File: config.mk
export PLATFORM = sky130hd
export DESIGN_NAME = lsd_binary_radix_sort
export DESIGN_NICKNAME = d
export VERILOG_FILES = /design/src/hdl/lbrs_pkg.sv /design/src/hdl/lsd_binary_radix_sort.sv
export SDC_FILE = /design/constraint.sdc
export NUM_CORES = 2
export LEC_CHECK = 0
export BUFFER_PORTS_ARGS = -buffer_cell sky130_fd_sc_hd__buf_4
export CORE_MARGIN = 10
export CORE_UTILIZATION = 50
export CTS_CLUSTER_SIZE = 30
export DETAILED_ROUTE_END_ITERATION = 7
export PLACE_DENSITY = 0.68
export SLEW_MARGIN = 10
export SYNTH_ARGS = -nofsm -noshare
export SYNTH_HDL_FRONTEND = slang
export SYNTH_SLANG_ARGS = --single-unit
File: constraint.sdc
create_clock -name clk -period 7.45 [get_ports clk]
set_input_delay 1.1175 -clock clk [delete_from_list [all_inputs] [get_ports clk]]
set_output_delay 1.1175 -clock clk [all_outputs]
set_load 0.02 [all_outputs]
File: src/hdl/lbrs_pkg.sv
package lbrs_pkg;

  localparam int CAPACITY = 64;
  localparam int KEY_BITS = 16;
  localparam int ADDR_W   = (CAPACITY > 1) ? $clog2(CAPACITY) : 1;
  localparam int CNT_W    = $clog2(CAPACITY + 1);

  typedef logic [KEY_BITS-1:0] key_t;
  typedef logic [ADDR_W-1:0]   addr_t;
  typedef logic [CNT_W-1:0]    cnt_t;

  typedef struct packed {
    key_t key;
    logic last_key;
  } in_word_t;

  typedef struct packed {
    key_t sorted_key;
    logic last_out;
  } out_word_t;

  typedef enum logic [3:0] {
    ST_IDLE  = 4'b0001,
    ST_ZERO  = 4'b0010,
    ST_ONE   = 4'b0100,
    ST_EMIT  = 4'b1000
  } state_t;

endpackage

File: src/hdl/lsd_binary_radix_sort.sv
// After the word flagged last: P passes, each scanning the N stored keys twice, then one
//   output scan, where N is the stored key count and P the bit length of the largest key.
// Throughput: one word per cycle while loading; busy stays high from the last word of a
//   set until its final result, set by the single read port that each pass scans twice.
// Reset: synchronous, active high; clears the count, largest key and control state.
// Results appear for one cycle each on strobe; the receiver cannot stall them.
module lsd_binary_radix_sort
  import lbrs_pkg::*;
(
  input  logic      clk,
  input  logic      rst,
  input  logic      start,
  output logic      busy,
  input  in_word_t  in_word,
  output logic      strobe,
  output out_word_t result
);

  key_t mem0 [CAPACITY];
  key_t mem1 [CAPACITY];
  key_t rdata0;
  key_t rdata1;

  state_t    state;
  logic      sel;
  cnt_t      count;
  key_t      largest;
  key_t      rem;
  key_t      mask;
  cnt_t      rd_idx;
  logic      rd_vld;
  logic      rd_last;
  cnt_t      wr_idx;
  out_word_t result_q;
  logic      strobe_q;

  logic  we0;
  logic  we1;
  addr_t waddr;
  key_t  wdata;
  key_t  rd_data;
  logic  rd_bit;
  logic  take;
  logic  can_store;
  key_t  largest_next;
  logic  scan_done;

  assign busy      = (state != ST_IDLE);
  assign strobe    = strobe_q;
  assign result    = result_q;
  assign rd_data   = sel ? rdata1 : rdata0;
  assign rd_bit    = |(rd_data & mask);
  assign can_store = (count < cnt_t'(CAPACITY));
  assign scan_done = (rd_idx == count) && !rd_vld;

  always_comb begin
    largest_next = largest;
    if (can_store && (in_word.key > largest)) begin
      largest_next = in_word.key;
    end
  end

  always_comb begin
    we0   = 1'b0;
    we1   = 1'b0;
    waddr = count[ADDR_W-1:0];
    wdata = in_word.key;
    take  = 1'b0;
    unique case (state)
      ST_IDLE: begin
        if (start && can_store) begin
          we0 = !sel;
          we1 = sel;
        end
      end
      ST_ZERO, ST_ONE: begin
        // zero-bit keys first, then one-bit keys, into the other memory
        take  = rd_vld && ((state == ST_ONE) ? rd_bit : !rd_bit);
        waddr = wr_idx[ADDR_W-1:0];
        wdata = rd_data;
        we0   = take && sel;
        we1   = take && !sel;
      end
      ST_EMIT: begin
      end
      default: begin
      end
    endcase
  end

  always_ff @(posedge clk) begin
    if (we0) begin
      mem0[waddr] <= wdata;
    end
    rdata0 <= mem0[rd_idx[ADDR_W-1:0]];
  end

  always_ff @(posedge clk) begin
    if (we1) begin
      mem1[waddr] <= wdata;
    end
    rdata1 <= mem1[rd_idx[ADDR_W-1:0]];
  end

  always_ff @(posedge clk) begin
    result_q.sorted_key <= rd_data;
    result_q.last_out   <= rd_last;
    if (rst) begin
      state    <= ST_IDLE;
      sel      <= 1'b0;
      count    <= '0;
      largest  <= '0;
      rem      <= '0;
      mask     <= '0;
      rd_idx   <= '0;
      rd_vld   <= 1'b0;
      rd_last  <= 1'b0;
      wr_idx   <= '0;
      strobe_q <= 1'b0;
    end else begin
      strobe_q <= (state == ST_EMIT) && rd_vld;
      unique case (state)
        ST_IDLE: begin
          rd_idx <= '0;
          rd_vld <= 1'b0;
          wr_idx <= '0;
          if (start) begin
            if (can_store) begin
              count <= count + cnt_t'(1);
            end
            largest <= largest_next;
            if (in_word.last_key) begin
              rem   <= largest_next;
              mask  <= key_t'(1);
              state <= ST_ZERO;
            end
          end
        end
        ST_ZERO, ST_ONE: begin
          if (take) begin
            wr_idx <= wr_idx + cnt_t'(1);
          end
          if (scan_done) begin
            rd_idx <= '0;
            if (state == ST_ZERO) begin
              state <= ST_ONE;
            end else begin
              sel    <= !sel;
              wr_idx <= '0;
              rem    <= rem >> 1;
              mask   <= mask << 1;
              state  <= (rem[KEY_BITS-1:1] == '0) ? ST_EMIT : ST_ZERO;
            end
          end else if (rd_idx != count) begin
            rd_idx <= rd_idx + cnt_t'(1);
            rd_vld <= 1'b1;
          end else begin
            rd_vld <= 1'b0;
          end
        end
        ST_EMIT: begin
          if (scan_done) begin
            count   <= '0;
            largest <= '0;
            state   <= ST_IDLE;
          end else if (rd_idx != count) begin
            rd_idx  <= rd_idx + cnt_t'(1);
            rd_vld  <= 1'b1;
            rd_last <= ((rd_idx + cnt_t'(1)) == count);
          end else begin
            rd_vld <= 1'b0;
          end
        end
        default: begin
          state <= ST_IDLE;
        end
      endcase
    end
  end

  a_last_ends_set: assert property (@(posedge clk) disable iff (rst)
    strobe && result.last_out |=> state == ST_IDLE)
    else $error("set not closed after final result");

  a_strobe_from_emit: assert property (@(posedge clk) disable iff (rst)
    strobe |-> $past(state == ST_EMIT))
    else $error("result strobe outside output phase");

  a_count_bound: assert property (@(posedge clk) disable iff (rst)
    count <= cnt_t'(CAPACITY))
    else $error("key count beyond capacity");

  a_write_bound: assert property (@(posedge clk) disable iff (rst)
    (state == ST_ZERO || state == ST_ONE) |-> wr_idx <= count)
    else $error("split write index beyond key count");

endmodule
==> impl_metrics.ini <==
[layout]
final_cell_area_um2 = 94400
final_common_cell = edfxtp_1
multi_input_area_um2 = 19100
syn_to_final_growth_pct = 12.7
final_core_util_pct = 56.6
drive_gt1_share_pct = 29.5
layout.nets = 3995
layout_common_cells = edfxtp_1, mux4_2, clkbuf_16, buf_4, nor2_1
fillers = 11903
regArea_um2 = 64000

[synth]
syn_inst = 3772
synth_nets = 3811
synthArstFlopShare_pct = 0
syn_area_um2 = 83700
syn_area_per_cell_um2 = 22.2
ys_ff_latch = 2172
ys_warn_count = 0
synthFlopType = edfxtp_1
yosysUniqueCellTypes = 60
yosysSeqAreaShare_pct = 76.4
synth_edf_count = 2048

[setup_path]
crit_fanout = 18
r2r_cells = 9
timing.rr.end = mem0[27][1]
cp-start-kind = flop
path_delay_family = simple AND/OR/NAND/NOR gates
cp.required_ns = 7.90
endpoint_kind = flop
critPathArrivalTime_ns = 5.08
path_common_cell = buf_4
regToRegSetupSlack_ns = 2.81
slowest_stage = nor2_2
cp.buffers_inverters = 2
criticalPathCategory = flop to flop
r2r-start = sel
crit_path_cell_trace = buf_4 -> mux2_2 -> a22o_1 -> a221oi_2 -> nand4_2 -> mux2i_4 -> a31oi_4 -> buf_4 -> nor2_2
crit_cells = 9
critical-path-max-stage-delay_ns = 0.80

[hold_path]
worstHoldStart = rd_last
holdPathStages = 0
hp-class = flop to flop
hold_end = result[0]

[clock_network]
path_clk_slew_ns = 0.06
clock_path_buffers = 3
cts_sinks = 2172
cts_setup_buffers = 0
cts_hold_buf = 0
worstSkewPairLatency_ns = 0.84
h-tree-depth = 4
cts.repair.resized = 0
cts_buffers = 205
cts_tree = done
root_buffer = clkbuf_16

[detailed_routing]
num_vias = 39465
drt_iter0_markers = 4855
drt-pass1-iter-count = 5
post_drt_wl_per_cell_um = 30.7
drtAntennaViolNets = 0
routed_wl_um = 194000
drc = 0
vias_per_cell = 6.23

[global_route]
grt_antenna_before_repair = 2
gr-usage-all-layers_pct = 21.0
grt_max_degree = 128
gr-total-overflow = 0
grt_pass1_vias = 39291
grt_first_pass_wirelength_um = 285000

[floorplan]
pin_count = 39
die_x_um = 429
dieArea_um2 = 184000
start_util_pct = 50.2
row_count = 150
coreArea_um2 = 167000
dieHeight_um = 429

[pwr]
p_per_area_nw_per_um2 = 297
vdd_drop_max_v = 0.000244
p_leak_uw = 0.0285

[outcome]
status = completed

[flow_run]
maxCapViolCount = 0

[sta]
relSlewSlack_pct = 25.5
rsz0062_at_grt = false
drv_slew = 0
tightest_slew_ns = 1.11
skew_ns = 0.0253
hold_viol_final = 0
setup_tns_ns = 0
fin_crit_ns = 4.64
fmax_mhz = 216
fin_crit_sh_pct = 62.3
setup_viol = 0

[placed_design]
portBuffers = 38
dp_hpwl_um = 115000
dpl_cell_area_um2 = 87500
gp_congestion = 0.880
[through the flow]
stage          setup slack (ns)  std cells  hold slack (ns)  power (uW)
2_1_floorplan            0.0887       3772            0.330       16500
4_1_cts                    2.84       6336            0.459       28200
3_3_place_gp               2.95       5953            0.448       17600
5_1_grt                    2.62       6336            0.470       28900
3_5_place_dp               2.88       5953            0.448       17700
6_report                   2.81       6337            0.462       28100
[area by class of cell]
cell class / instances / area share [%]
tap: 2204 / 2.92
antenna: 1 / 0.00265
inverter: 30 / 0.125
clock inverter: 126 / 1.51
clock buffer: 257 / 5.81
multi-input combinational: 1360 / 20.2
timing repair buffer: 187 / 1.62
sequential: 2172 / 67.8
[cell families after synthesis]
kind of cell    Yosys count  share of synthesized area (%)
compound gates          228                           1.93
xor+xnor                 19                          0.199
fa+ha+maj                19                          0.284
buf+inv                 240                           1.20
flops                  2172                           76.4
mux                     695                           17.9
simple gates            399                           2.12
[cells in the mapped netlist (29+ instances only)]
cell type,number,area (um^2)
edfxtp_1,2048,61500
mux4_2,636,14300
nor2_1,168,631
dfxtp_1,124,2480
clkbuf_1,117,439
nand2_1,110,413
buf_2,72,360
a211oi_1,53,398
a21oi_1,47,235
mux2i_1,41,410
a22o_1,33,289
o21ai_0,29,145
[report_power, final]
part	switching, uW	total (uW)	leakage (uW)	internal (uW)
Clock	4430	10600	0.00338	6200
Combinational	2040	3230	0.00572	1190
Sequential	173	14200	0.0194	14000
Total	6650	28100	0.0285	21400
[routing by layer]
layer / global-route usage (%) / routed length [um] / share of wire, %
met1: 30.6 / 80100 / 41
met5: 0 / 0 / 0
met4: 5.68 / 4980 / 2.6
met2: 32.7 / 92700 / 48
met3: 4.24 / 16600 / 8.5
[worst max-delay path by stage]
stage / startpoint / end / slack, ns
detailed placement: sel / mem0[27][2] / 2.88
finish: sel / mem0[27][1] / 2.81
global route: sel / mem0[27][2] / 2.62
floorplan: in_word[1] / mem0[0][0] / 0.09
CTS: sel / mem0[27][13] / 2.84
global placement: sel / mem0[27][11] / 2.95
[registers in the layout, summed over array words and instances, names as in the netlist]
signal   flops
state        4
rem         15
wr_idx       6
strobe       1
mask        16
mem0      1024
mem1      1024
rd_idx       7
rd_last      1
rdata1      16
rd_vld       1
sel          1
result      17
largest     16
count        7
rdata0      16
Note: power is estimated with default switching activity, not from simulation.
